--- src/rtl/meru_pkg.sv ---
// Shared widths, register indexes and controller/datapath command codes
// for the midpoint ellipse rasterizer. No dependencies.
package meru_pkg;

    localparam int COORD_BITS  = 10;
    localparam int OFF_W       = COORD_BITS + 1;
    localparam int SQ_W        = 2 * COORD_BITS;
    localparam int TX_W        = COORD_BITS + 2;
    localparam int MUL_W       = 2 * TX_W;
    localparam int PROD_W      = 2 * MUL_W;
    localparam int DEC_W       = PROD_W;
    localparam int SLOPE_W     = 4 * COORD_BITS;
    localparam int OUT_W       = 12;
    localparam int EXT_W       = (OFF_W + 1 > OUT_W) ? OFF_W + 1 : OUT_W;
    localparam int CFG_IDX_W   = 4;
    localparam int IN_TDATA_W  = 8;
    localparam int OUT_TDATA_W = 4 * OUT_W;

    typedef logic [CFG_IDX_W-1:0] t_reg_idx;
    localparam t_reg_idx REG_CENTRE_X = 4'd0;
    localparam t_reg_idx REG_CENTRE_Y = 4'd1;
    localparam t_reg_idx REG_RADIUS_X = 4'd2;
    localparam t_reg_idx REG_RADIUS_Y = 4'd3;

    // multiplier operand pairs
    typedef logic [2:0] t_mul_sel;
    localparam t_mul_sel MUL_RX2_RY  = 3'd0;
    localparam t_mul_sel MUL_TX_TX   = 3'd1;
    localparam t_mul_sel MUL_RY2_P   = 3'd2;
    localparam t_mul_sel MUL_YM_YM   = 3'd3;
    localparam t_mul_sel MUL_RX2_P   = 3'd4;
    localparam t_mul_sel MUL_RX2_RY2 = 3'd5;

    // accumulator operations
    typedef logic [2:0] t_acc_op;
    localparam t_acc_op ACC_HOLD    = 3'd0;
    localparam t_acc_op ACC_RS_SEED = 3'd1;
    localparam t_acc_op ACC_LOAD    = 3'd2;
    localparam t_acc_op ACC_ADD4    = 3'd3;
    localparam t_acc_op ACC_SUB4    = 3'd4;

    // curve state updates
    typedef logic [2:0] t_step_op;
    localparam t_step_op STEP_NONE  = 3'd0;
    localparam t_step_op STEP_START = 3'd1;
    localparam t_step_op STEP_R1    = 3'd2;
    localparam t_step_op STEP_R2    = 3'd3;
    localparam t_step_op STEP_SEED  = 3'd4;

    typedef struct packed {
        t_mul_sel mul_sel;
        t_acc_op  acc_op;
        t_step_op step_op;
        logic     emit;     // load the output register this cycle
        logic     emit_r2;  // region-two point, uses the stepped offsets
    } t_dp_cmd;

    typedef struct packed {
        logic slope_lt;   // slope_x_term < slope_y_term
        logic oy_zero;    // offset_y == 0
        logic slot_free;  // output register can take a beat
    } t_dp_stat;

endpackage

--- src/rtl/meru_dp.sv ---
// Datapath: configuration registers, curve state, shared multiplier,
// seed accumulator and output register. Depends on meru_pkg.
module meru_dp (
    input  logic                              i_clk,
    input  logic                              i_rst_n,
    input  logic                              i_cfg_valid,
    input  logic [meru_pkg::CFG_IDX_W-1:0]    i_cfg_index,
    input  logic [meru_pkg::COORD_BITS-1:0]   i_cfg_data,
    input  meru_pkg::t_dp_cmd                 i_cmd,
    output meru_pkg::t_dp_stat                o_stat,
    output logic                              o_m_tvalid,
    input  logic                              i_m_tready,
    output logic [meru_pkg::OUT_TDATA_W-1:0]  o_m_tdata,
    output logic                              o_m_tlast,
    output logic                              o_m_tuser
);
    import meru_pkg::*;

    function automatic logic signed [DEC_W-1:0] ext_slope(input logic signed [SLOPE_W-1:0] v);
        ext_slope = {{(DEC_W-SLOPE_W){v[SLOPE_W-1]}}, v};
    endfunction

    logic [COORD_BITS-1:0]      r_centre_x, r_centre_y, r_radius_x, r_radius_y;
    logic [SQ_W-1:0]            r_rx2, r_ry2;
    logic [OFF_W-1:0]           r_ox, r_oy, n_ox, n_oy;
    logic signed [SLOPE_W-1:0]  r_sx, r_sy, n_sx, n_sy;
    logic signed [DEC_W-1:0]    r_dec, n_dec, r_acc, n_acc;
    logic [PROD_W-1:0]          r_prod;
    logic                       r_out_valid, r_out_last, r_out_r2;
    logic [OUT_TDATA_W-1:0]     r_out_data;

    logic signed [DEC_W-1:0]    w_rx2_d, w_ry2_d, w_prod_d, w_prod4, w_acc_adj, w_quarter;
    logic signed [SLOPE_W-1:0]  w_rx2x2_s, w_ry2x2_s, w_sx_inc, w_sy_dec;
    logic                       w_dec_neg, w_dec_pos;
    logic [OFF_W-1:0]           w_r2_ox, w_r2_oy, w_eo_x, w_eo_y, w_ym_abs;
    logic [TX_W-1:0]            w_tx;
    logic [MUL_W-1:0]           w_mul_a, w_mul_b;
    logic [EXT_W-1:0]           w_cx_e, w_cy_e, w_ox_e, w_oy_e;
    logic [EXT_W-1:0]           w_lx, w_rx, w_uy, w_ly;

    // configuration registers and radius squares
    always_ff @(posedge i_clk) begin
        if (!i_rst_n) begin
            r_centre_x <= '0;
            r_centre_y <= '0;
            r_radius_x <= COORD_BITS'(1);
            r_radius_y <= COORD_BITS'(1);
            r_rx2      <= SQ_W'(1);
            r_ry2      <= SQ_W'(1);
        end else begin
            if (i_cfg_valid) begin
                case (i_cfg_index)
                    REG_CENTRE_X: r_centre_x <= i_cfg_data;
                    REG_CENTRE_Y: r_centre_y <= i_cfg_data;
                    REG_RADIUS_X: r_radius_x <= i_cfg_data;
                    REG_RADIUS_Y: r_radius_y <= i_cfg_data;
                    default: ;
                endcase
            end
            r_rx2 <= SQ_W'(r_radius_x) * SQ_W'(r_radius_x);
            r_ry2 <= SQ_W'(r_radius_y) * SQ_W'(r_radius_y);
        end
    end

    assign w_rx2_d   = $signed({{(DEC_W-SQ_W){1'b0}}, r_rx2});
    assign w_ry2_d   = $signed({{(DEC_W-SQ_W){1'b0}}, r_ry2});
    assign w_rx2x2_s = $signed({{(SLOPE_W-SQ_W-1){1'b0}}, r_rx2, 1'b0});
    assign w_ry2x2_s = $signed({{(SLOPE_W-SQ_W-1){1'b0}}, r_ry2, 1'b0});
    assign w_prod_d  = $signed(r_prod);
    assign w_prod4   = $signed({r_prod[DEC_W-3:0], 2'b00});

    assign w_sx_inc  = r_sx + w_ry2x2_s;
    assign w_sy_dec  = r_sy - w_rx2x2_s;
    assign w_dec_neg = r_dec[DEC_W-1];
    assign w_dec_pos = !w_dec_neg && (r_dec != '0);

    // region-two step offsets, also what a region-two beat shows
    assign w_r2_oy = r_oy - OFF_W'(1);
    assign w_r2_ox = w_dec_pos ? r_ox : r_ox + OFF_W'(1);

    // seed = v/4 truncated toward zero: bias negatives by 3 before the shift
    assign w_acc_adj = r_acc + $signed({{(DEC_W-2){1'b0}}, r_acc[DEC_W-1], r_acc[DEC_W-1]});
    assign w_quarter = w_acc_adj >>> 2;

    // shared multiplier
    assign w_tx     = {r_ox, 1'b1};
    assign w_ym_abs = (r_oy == '0) ? OFF_W'(1) : r_oy - OFF_W'(1);

    always_comb begin
        case (i_cmd.mul_sel)
            MUL_RX2_RY: begin
                w_mul_a = MUL_W'(r_rx2);
                w_mul_b = MUL_W'(r_radius_y);
            end
            MUL_TX_TX: begin
                w_mul_a = MUL_W'(w_tx);
                w_mul_b = MUL_W'(w_tx);
            end
            MUL_RY2_P: begin
                w_mul_a = MUL_W'(r_ry2);
                w_mul_b = r_prod[MUL_W-1:0];
            end
            MUL_YM_YM: begin
                w_mul_a = MUL_W'(w_ym_abs);
                w_mul_b = MUL_W'(w_ym_abs);
            end
            MUL_RX2_P: begin
                w_mul_a = MUL_W'(r_rx2);
                w_mul_b = r_prod[MUL_W-1:0];
            end
            MUL_RX2_RY2: begin
                w_mul_a = MUL_W'(r_rx2);
                w_mul_b = MUL_W'(r_ry2);
            end
            default: begin
                w_mul_a = '0;
                w_mul_b = '0;
            end
        endcase
    end

    always_comb begin
        case (i_cmd.acc_op)
            ACC_RS_SEED: n_acc = (w_ry2_d <<< 2) - w_prod4 + w_rx2_d;
            ACC_LOAD:    n_acc = w_prod_d;
            ACC_ADD4:    n_acc = r_acc + w_prod4;
            ACC_SUB4:    n_acc = r_acc - w_prod4;
            default:     n_acc = r_acc;
        endcase
    end

    always_comb begin
        n_ox  = r_ox;
        n_oy  = r_oy;
        n_sx  = r_sx;
        n_sy  = r_sy;
        n_dec = r_dec;
        case (i_cmd.step_op)
            STEP_START: begin
                n_ox = '0;
                n_oy = OFF_W'(r_radius_y);
                n_sx = '0;
                n_sy = $signed({r_prod[SLOPE_W-2:0], 1'b0});
            end
            STEP_R1: begin
                n_ox = r_ox + OFF_W'(1);
                n_sx = w_sx_inc;
                if (w_dec_neg) begin
                    n_dec = r_dec + w_ry2_d + ext_slope(w_sx_inc);
                end else begin
                    n_oy  = r_oy - OFF_W'(1);
                    n_sy  = w_sy_dec;
                    n_dec = r_dec + w_ry2_d + ext_slope(w_sx_inc) - ext_slope(w_sy_dec);
                end
            end
            STEP_R2: begin
                n_oy = w_r2_oy;
                n_sy = w_sy_dec;
                n_ox = w_r2_ox;
                if (w_dec_pos) begin
                    n_dec = r_dec + w_rx2_d - ext_slope(w_sy_dec);
                end else begin
                    n_sx  = w_sx_inc;
                    n_dec = r_dec + w_rx2_d + ext_slope(w_sx_inc) - ext_slope(w_sy_dec);
                end
            end
            STEP_SEED: n_dec = w_quarter;
            default: ;
        endcase
    end

    always_ff @(posedge i_clk) begin
        r_prod <= w_mul_a * w_mul_b;
        r_acc  <= n_acc;
        r_ox   <= n_ox;
        r_oy   <= n_oy;
        r_sx   <= n_sx;
        r_sy   <= n_sy;
        r_dec  <= n_dec;
    end

    // mirrored coordinates, wrapped to the output width
    assign w_eo_x = i_cmd.emit_r2 ? w_r2_ox : r_ox;
    assign w_eo_y = i_cmd.emit_r2 ? w_r2_oy : r_oy;
    assign w_cx_e = EXT_W'(r_centre_x);
    assign w_cy_e = EXT_W'(r_centre_y);
    assign w_ox_e = EXT_W'(w_eo_x);
    assign w_oy_e = EXT_W'(w_eo_y);
    assign w_lx   = w_cx_e - w_ox_e;
    assign w_rx   = w_cx_e + w_ox_e;
    assign w_uy   = w_cy_e - w_oy_e;
    assign w_ly   = w_cy_e + w_oy_e;

    always_ff @(posedge i_clk) begin
        if (!i_rst_n) begin
            r_out_valid <= 1'b0;
        end else if (i_cmd.emit) begin
            r_out_valid <= 1'b1;
        end else if (i_m_tready) begin
            r_out_valid <= 1'b0;
        end
    end

    always_ff @(posedge i_clk) begin
        if (i_cmd.emit) begin
            r_out_data <= {w_ly[OUT_W-1:0], w_uy[OUT_W-1:0], w_rx[OUT_W-1:0], w_lx[OUT_W-1:0]};
            r_out_last <= (w_eo_y == '0);
            r_out_r2   <= i_cmd.emit_r2;
        end
    end

    assign o_stat.slope_lt  = (r_sx < r_sy);
    assign o_stat.oy_zero   = (r_oy == '0);
    assign o_stat.slot_free = !r_out_valid || i_m_tready;

    assign o_m_tvalid = r_out_valid;
    assign o_m_tdata  = r_out_data;
    assign o_m_tlast  = r_out_last;
    assign o_m_tuser  = r_out_r2;

endmodule

--- src/rtl/meru_ctrl.sv ---
// Controller: curve phase and the sequencer that drives the datapath
// through restart, point steps and the region-change seed. Depends on meru_pkg.
module meru_ctrl (
    input  logic                i_clk,
    input  logic                i_rst_n,
    input  logic                i_s_tvalid,
    output logic                o_s_tready,
    input  logic                i_restart,
    input  meru_pkg::t_dp_stat  i_stat,
    output meru_pkg::t_dp_cmd   o_cmd
);
    import meru_pkg::*;

    localparam int ST_W = 4;
    localparam logic [ST_W-1:0] ST_IDLE    = 4'd0;
    localparam logic [ST_W-1:0] ST_R1_STEP = 4'd1;
    localparam logic [ST_W-1:0] ST_R2_STEP = 4'd2;
    localparam logic [ST_W-1:0] ST_EVAL    = 4'd3;
    localparam logic [ST_W-1:0] ST_RS_MUL  = 4'd4;
    localparam logic [ST_W-1:0] ST_RS_LOAD = 4'd5;
    localparam logic [ST_W-1:0] ST_RS_SEED = 4'd6;
    localparam logic [ST_W-1:0] ST_CH_EMIT = 4'd7;
    localparam logic [ST_W-1:0] ST_CH_2    = 4'd8;
    localparam logic [ST_W-1:0] ST_CH_3    = 4'd9;
    localparam logic [ST_W-1:0] ST_CH_4    = 4'd10;
    localparam logic [ST_W-1:0] ST_CH_5    = 4'd11;
    localparam logic [ST_W-1:0] ST_CH_6    = 4'd12;
    localparam logic [ST_W-1:0] ST_CH_SEED = 4'd13;

    localparam logic [1:0] PH_DONE   = 2'd0;
    localparam logic [1:0] PH_R1     = 2'd1;
    localparam logic [1:0] PH_CHANGE = 2'd2;
    localparam logic [1:0] PH_R2     = 2'd3;

    function automatic logic [ST_W-1:0] dispatch(input logic restart, input logic [1:0] phase);
        if (restart) begin
            dispatch = ST_RS_MUL;
        end else begin
            case (phase)
                PH_R1:     dispatch = ST_R1_STEP;
                PH_CHANGE: dispatch = ST_CH_EMIT;
                PH_R2:     dispatch = ST_R2_STEP;
                default:   dispatch = ST_IDLE;
            endcase
        end
    endfunction

    logic [ST_W-1:0] r_state, n_state;
    logic [1:0]      r_phase, n_phase;
    logic            w_fin;

    always_comb begin
        n_state       = r_state;
        n_phase       = r_phase;
        w_fin         = 1'b0;
        o_cmd.mul_sel = MUL_TX_TX;
        o_cmd.acc_op  = ACC_HOLD;
        o_cmd.step_op = STEP_NONE;
        o_cmd.emit    = 1'b0;
        o_cmd.emit_r2 = 1'b0;
        case (r_state)
            ST_IDLE: w_fin = 1'b1;
            ST_R1_STEP: begin
                if (i_stat.slot_free) begin
                    o_cmd.emit    = 1'b1;
                    o_cmd.step_op = STEP_R1;
                    n_state       = ST_EVAL;
                end
            end
            ST_R2_STEP: begin
                if (i_stat.slot_free) begin
                    o_cmd.emit    = 1'b1;
                    o_cmd.emit_r2 = 1'b1;
                    o_cmd.step_op = STEP_R2;
                    n_state       = ST_EVAL;
                end
            end
            ST_EVAL: begin
                w_fin = 1'b1;
                if (r_phase == PH_R1) begin
                    n_phase = i_stat.slope_lt ? PH_R1 : PH_CHANGE;
                end else begin
                    n_phase = i_stat.oy_zero ? PH_DONE : PH_R2;
                end
            end
            ST_RS_MUL: begin
                o_cmd.mul_sel = MUL_RX2_RY;
                n_state       = ST_RS_LOAD;
            end
            ST_RS_LOAD: begin
                o_cmd.acc_op  = ACC_RS_SEED;
                o_cmd.step_op = STEP_START;
                n_state       = ST_RS_SEED;
            end
            ST_RS_SEED: begin
                w_fin         = 1'b1;
                o_cmd.step_op = STEP_SEED;
                n_phase       = i_stat.slope_lt ? PH_R1 : PH_CHANGE;
            end
            // region change: show the point, then build the p2 seed
            ST_CH_EMIT: begin
                if (i_stat.slot_free) begin
                    o_cmd.emit    = 1'b1;
                    o_cmd.mul_sel = MUL_TX_TX;
                    n_state       = ST_CH_2;
                end
            end
            ST_CH_2: begin
                o_cmd.mul_sel = MUL_RY2_P;
                n_state       = ST_CH_3;
            end
            ST_CH_3: begin
                o_cmd.acc_op  = ACC_LOAD;
                o_cmd.mul_sel = MUL_YM_YM;
                n_state       = ST_CH_4;
            end
            ST_CH_4: begin
                o_cmd.mul_sel = MUL_RX2_P;
                n_state       = ST_CH_5;
            end
            ST_CH_5: begin
                o_cmd.acc_op  = ACC_ADD4;
                o_cmd.mul_sel = MUL_RX2_RY2;
                n_state       = ST_CH_6;
            end
            ST_CH_6: begin
                o_cmd.acc_op = ACC_SUB4;
                n_state      = ST_CH_SEED;
            end
            ST_CH_SEED: begin
                w_fin         = 1'b1;
                o_cmd.step_op = STEP_SEED;
                n_phase       = i_stat.oy_zero ? PH_DONE : PH_R2;
            end
            default: n_state = ST_IDLE;
        endcase

        // finishing states take the next beat and dispatch on the new phase
        if (w_fin) begin
            n_state = i_s_tvalid ? dispatch(i_restart, n_phase) : ST_IDLE;
        end
    end

    assign o_s_tready = w_fin;

    always_ff @(posedge i_clk) begin
        if (!i_rst_n) begin
            r_state <= ST_IDLE;
            r_phase <= PH_DONE;
        end else begin
            r_state <= n_state;
            r_phase <= n_phase;
        end
    end

endmodule

--- src/rtl/midpoint_ellipse_raster_unit.sv ---
// Midpoint ellipse rasterizer top level: joins controller and datapath.
// Depends on meru_pkg, meru_ctrl and meru_dp.
//
//  channel   dir  beat contents
//  s (in)    in   tdata[0] restart (1 = restart at (0, radius_y), 0 = next point)
//  m (out)   out  tdata left_x, right_x, upper_y, lower_y; tuser region two; tlast last point
//  cfg       in   index 0..3 = centre_x, centre_y, radius_x, radius_y; data = value
//
// Region one and region two points: step, then evaluate while taking the next beat. Region
// change: five products through the one shared multiplier. Restart: no output. Advance
// after the curve has ended: no output.
// Synchronous active-low reset; no clearing pass. A point step waits while the output
// register holds a beat that is not taken; the config port is always ready.
module midpoint_ellipse_raster_unit (
    input  logic                              i_clk,
    input  logic                              i_rst_n,
    input  logic                              i_s_tvalid,
    output logic                              o_s_tready,
    input  logic [meru_pkg::IN_TDATA_W-1:0]   i_s_tdata,   // [0] restart
    output logic                              o_m_tvalid,
    input  logic                              i_m_tready,
    output logic [meru_pkg::OUT_TDATA_W-1:0]  o_m_tdata,   // [11:0] left_x, [23:12] right_x,
                                                           // [35:24] upper_y, [47:36] lower_y
    output logic                              o_m_tlast,   // last_point
    output logic                              o_m_tuser,   // [0] in_second_region
    input  logic                              i_cfg_valid,
    output logic                              o_cfg_ready,
    input  logic [meru_pkg::CFG_IDX_W-1:0]    i_cfg_index,
    input  logic [meru_pkg::COORD_BITS-1:0]   i_cfg_data
);
    import meru_pkg::*;

    t_dp_cmd  w_cmd;
    t_dp_stat w_stat;

    assign o_cfg_ready = 1'b1;

    meru_ctrl u_ctrl (
        .i_clk      (i_clk),
        .i_rst_n    (i_rst_n),
        .i_s_tvalid (i_s_tvalid),
        .o_s_tready (o_s_tready),
        .i_restart  (i_s_tdata[0]),
        .i_stat     (w_stat),
        .o_cmd      (w_cmd)
    );

    meru_dp u_dp (
        .i_clk       (i_clk),
        .i_rst_n     (i_rst_n),
        .i_cfg_valid (i_cfg_valid),
        .i_cfg_index (i_cfg_index),
        .i_cfg_data  (i_cfg_data),
        .i_cmd       (w_cmd),
        .o_stat      (w_stat),
        .o_m_tvalid  (o_m_tvalid),
        .i_m_tready  (i_m_tready),
        .o_m_tdata   (o_m_tdata),
        .o_m_tlast   (o_m_tlast),
        .o_m_tuser   (o_m_tuser)
    );

endmodule

--- config.mk ---
export PLATFORM = sky130hd
export DESIGN_NAME = midpoint_ellipse_raster_unit
export DESIGN_NICKNAME = d
export VERILOG_FILES = /design/src/rtl/meru_pkg.sv /design/src/rtl/meru_dp.sv /design/src/rtl/meru_ctrl.sv /design/src/rtl/midpoint_ellipse_raster_unit.sv
export SDC_FILE = /design/constraint.sdc
export NUM_CORES = 2
export LEC_CHECK = 0
export ABC_AREA = 1
export BUFFER_PORTS_ARGS = -buffer_cell sky130_fd_sc_hd__buf_2
export CAP_MARGIN = 40
export CORE_AREA = 2 2 428 430
export DETAILED_ROUTE_END_ITERATION = 10
export DIE_AREA = 0 0 430 432
export PLACE_DENSITY_LB_ADDON = 0.1
export SLEW_MARGIN = 20
export SYNTH_ARGS = -nofsm -noshare
export SYNTH_HDL_FRONTEND = slang
export SYNTH_HIERARCHICAL = 1
export SYNTH_SLANG_ARGS = --single-unit
--- constraint.sdc ---
create_clock -name i_clk -period 9.15 [get_ports i_clk]
set_input_delay 0.4575 -clock i_clk [delete_from_list [all_inputs] [get_ports i_clk]]
set_output_delay 0.4575 -clock i_clk [all_outputs]
set_load 0.01 [all_outputs]
=== Yosys cells after proc, flatten, opt, wreduce, memory -nomap -nowiden ===
Cells that the tools add are included.

* Register bits: 383
* Output and inout bits: 53
* Input bits: 27
* Word-level logic and storage cells: 146

* Equal/unequal tests: 38
* Reduce and logical (&&, ||, !) cells: 26
* Order comparisons: 1
* $mul: 3
* Multiplexer cells: 39
* Add/subtract/negate cells: 20

{| class="wikitable"
|+ Operators with widths
! cell !! number
|-
| $pmux 40 s3 || 2
|-
| $pmux 48 s4 || 1
|-
| $add 48x21->48 || 3
|-
| $pmux 48 s3 || 1
|-
| $sub 48x40->48 || 3
|-
| $pmux 24 s5 || 1
|-
| $add 48x40->48 || 2
|-
| $mux 48 || 2
|-
| $mux 40 || 2
|-
| $pmux 20 s4 || 1
|-
| $pmux 11 s3 || 2
|-
| $mux 11 || 5
|-
| $add 48x3->48 || 1
|-
| $add 48x48->48 || 1
|-
| $reduce_bool 48->1 || 1
|-
| $sub 23x48->48 || 1
|-
| $sub 48x48->48 || 1
|-
| $mul 20x24->44 || 1
|-
| $add 40x22->40 || 1
|-
| $lt 40x40->1 || 1
|-
| $mul 10x10->20 || 2
|-
| $pmux 4 s10 || 1
|-
| $sub 40x22->40 || 1
|-
| $add 10x11->12 || 2
|-
| other kinds (39) || 88
|}

=== Logic depth before layout (Yosys ltp) ===
* Depth after elaboration: 9
* Mapped depth: 42
* Gate-level depth less buffers: 42

=== Modules after synthesis ===
Netlist, hierarchy kept.

{| class="wikitable"
|+ Modules (own cells, without submodules)
! module !! area an instance (µm²) !! times used !! cells each
|-
| meru_dp || 67966.4 || 1 || 9971
|-
| meru_ctrl || 614.3 || 1 || 113
|-
| midpoint_ellipse_raster_unit || 11.3 || 1 || 2
|}

=== Worst setup path after synthesis ===
OpenSTA, ideal clock, no wires.

* Path kind: register to register
* Start point: register u_ctrl.r_state[3]
* End point: register u_dp.r_prod[38]
* Buffers on the path: 3
* Data required time: 9.078 ns
* Arrival: 7.401 ns
* Cell stages (with the launch flop): 36
* Setup slack: 1.677 ns
* Cell sequence: dfxtp_1 -> nand2_1 -> nor2_1 -> inv_2 -> nor3_2 -> inv_2 -> o21ai_2 -> inv_2 -> buf_2 -> buf_6 -> o22ai_2 -> buf_4 -> nand2_1 -> fa_1 -> inv_1 -> fa_1 -> inv_1 -> fa_1 -> inv_1 -> fa_1 -> fa_1 -> fa_1 -> inv_1 -> fa_1 -> inv_1 -> ha_1 -> nand2_1 -> nor2_1 -> inv_1 -> nor3_1 -> and3_1 -> a21oi_1 -> o21ai_1 -> nand2_1 -> nand2_1 -> xor2_1

{| class="wikitable"
|+ RTL lines
! element !! RTL line !! text
|-
| from (decl) || meru_ctrl.sv:48 || <nowiki>logic [ST_W-1:0] r_state, n_state;</nowiki>
|-
| from (signal assigned) || meru_ctrl.sv:151 || <nowiki>r_state <= n_state;</nowiki>
|-
| to (signal assigned) || meru_dp.sv:173 || <nowiki>r_prod <= w_mul_a * w_mul_b;</nowiki>
|-
| to (decl) || meru_dp.sv:28 || <nowiki>logic [PROD_W-1:0] r_prod;</nowiki>
|}

==> reports/metrics.csv <==
metric,value,unit
yosysMostFrequentCell,nand2_1,
cts_buffer_depth,3,
finalCritPeriodShare,95.3,%
dieArea,186000,µm²
ys_warn_count,6,
setup_viol_count_final,0,
antenna_found_initial,25,
drt_pass1_iterations,7,
ys_types,74,
clock-sinks,376,
vias_per_cell,5.46,
ios,80,
yosysTopAreaCellShare,16.9,%
timing.critical_path.max_delay_family,adder cells,
cts-root-buf,clkbuf_16,
rows,157,
gp_congestion,1.07,
tightest_slew,0.999,ns
hold_viol_final,0,
clkLatencyLatePin,0.70,ns
synthArstFlopShare,0,%
critPathLaunchType,register,
cp_num_buf_inv,8,
drt_iter0_markers,7254,
synth-main-ff-cell,edfxtp_1,
htreeDepth,2,
grt.overflow.total,0,
crit_top_cell,fa_1,
wl_per_cell,25.5,µm
grt_pass1_wl,467000,µm
synthCells,10100,
fin_worst_skew,0.0287,ns
grt_pass1_vias,68200,
syn_area,68600,µm²
path_class,reg2reg,
path_clk_slew,0.07,ns
critPathRequiredTime,9.73,ns
grt_max_degree,71,
numCtsBuffers,51,
synthToLayoutAreaGrowth,9.41,%
initial_core_util,37.7,%
io_buffers,71,
status,"finished, final reports clean",
place_hpwl,278000,µm
cts_tree,done,
drt_wl_total,324000,µm
cp_max_fo,12,
utilization,41.3,%
ys_top_cells_by_area,"fa_1, ha_1, nand2_1, inv_1, edfxtp_1",
drive_gt1_share,5.60,%
rsz0062_at_grt,false,
max_freq,0.115,GHz
cts_setup_buffers,0,
die_h,432,µm
avgSynthCellArea,6.80,µm²
synth-seq-cells,376,
dieWidth,430,µm
synth_commonest_cells,"nand2_1, inv_1, nor2_1",
min_path_type,in2reg,
fin_tns_setup,0,ns
cap_violations,0,
drc,0,
synth_edf_count,244,
fin_crit,8.72,ns
ys_seq_area_share,14.5,%
synth_top_area_cell,fa_1,
endpoint_kind,register,
max_stage_delay,0.56,ns
slew_violations,0,
vias,69200,
cp_slowest_cell,fa_1,
track_usage,34.5,%
crit_arrival,9.29,ns
relSlewSlack,32.7,%
ant_nets,0,
core_area,182000,µm²
fin_nets,11500,
## cell usage in the layout (no fill, tap or decap), types with 42 or more instances in the layout
master / synthesis / routed
nand2_1: 2240 / 2238
clkbuf_16: 0 / 57
a31oi_1: 60 / 60
o21ai_1: 69 / 67
xnor2_1: 80 / 74
dfxtp_1: 132 / 132
nor2_1: 1025 / 1021
buf_2: 39 / 78
ha_1: 685 / 685
nand3_1: 534 / 534
edfxtp_1: 244 / 244
nor4_1: 47 / 47
nand4_1: 113 / 113
nor3_1: 130 / 130
o211ai_1: 51 / 51
o21bai_1: 67 / 67
fa_1: 578 / 578
buf_4: 10 / 189
o21ai_0: 470 / 469
or2_2: 42 / 42
a21oi_1: 652 / 650
a21o_1: 45 / 45
inv_1: 2030 / 2030
xor2_1: 286 / 270
## layout make-up
type | instances | area (µm²)
clock inverters | 30 | 323
diodes | 4 | 10.0
fillers | 19600 | 107000
clock buffers | 66 | 1490
well taps | 2385 | 2980
flip-flops and latches | 376 | 9970
repair buffers | 288 | 2110
multi-input cells | 7466 | 50400
inverters | 2067 | 7760
## metrics by stage
stage | instances | area, µm² | worst slack [ns] | hold WS [ns]
finish | 12700 | 75000 | 0.434 | 0.151
global route | 12700 | 75000 | 0.0787 | 0.155
CTS | 12700 | 75000 | 0.604 | 0.115
detailed placement | 12600 | 73200 | 0.667 | 0.465
global placement | 12600 | 72900 | 0.660 | 0.461
floorplan | 10100 | 68600 | 1.68 | 0.441
## cell families (layout without fill, tap and decap cells)
kind of cell	Yosys count	count (layout)	synth area share [%]
compound gates	1606	1606	13.3
flops	376	376	14.5
buf+inv	2254	2451	12.5
fa+ha+maj	1263	1263	29.4
other cells	3	17	0.0164
xor+xnor	366	366	4.67
simple gates	4218	4218	25.6
## worst reg2reg max path: cells and delay by family (launching register included)
| kind | cells | cell delay (ns) |
|---|---|---|
| fa+ha+maj | 8 | 3.96 |
| compound gates | 7 | 1.86 |
| simple gates | 7 | 1.26 |
| buf+inv | 8 | 0.89 |
| flops | 1 | 0.49 |
| xor+xnor | 1 | 0.14 |
## state kept, by name (all words and copies together), names as in the netlist, 10 cells and up
signal and count:
u_dp/r_radius_y 10, u_dp/r_ry2 19, u_dp/r_ox 11, u_dp/r_centre_x 10
u_dp/r_sy 39, u_dp/r_prod 47, u_dp/r_acc 48, u_dp/r_centre_y 10
u_dp/r_sx 39, u_dp/r_radius_x 10, u_dp/r_rx2 19, u_dp/r_oy 11
u_dp/o_m_tdata 46, u_dp/r_dec 48
## routing by layer
| layer | vias up | wire length (µm) | share of wire, % | global-route usage (%) |
|---|---|---|---|---|
| li1 | 32400 | - | - | - |
| met1 | 33700 | 140000 | 43 | 46.0 |
| met2 | 2524 | 142000 | 44 | 54.5 |
| met3 | 580 | 22400 | 6.9 | 5.17 |
| met4 | 26 | 18800 | 5.8 | 16.8 |
| met5 | - | 177 | 0.055 | 0 |
## path summary, 6_finish.rpt
kind	startpoint	end	slack, ns	depth (start not counted)
min reg2reg	u_dp/r_centre_y[2]$_SDFFE_PN0P_	u_dp/r_centre_y[2]$_SDFFE_PN0P_	0.47	2
min	i_cfg_data[3]	u_dp/r_radius_x[3]$_SDFFE_PN0P_	0.15	3
max reg2reg	u_ctrl/r_state[3]$_SDFFE_PN0P_	u_dp/r_prod[37]$_DFF_P_	0.43	31
max	u_ctrl/r_state[3]$_SDFFE_PN0P_	u_dp/r_prod[37]$_DFF_P_	0.43	31
## timing repair
item,4_1_cts,5_1_grt
setup endpoints to repair,0,2
gates resized for setup,0,1
hold buffers,0,0
Power is left out: the tool's default activity adds up to more than one toggle a clock period on the data nets, which glitch-free logic cannot reach.
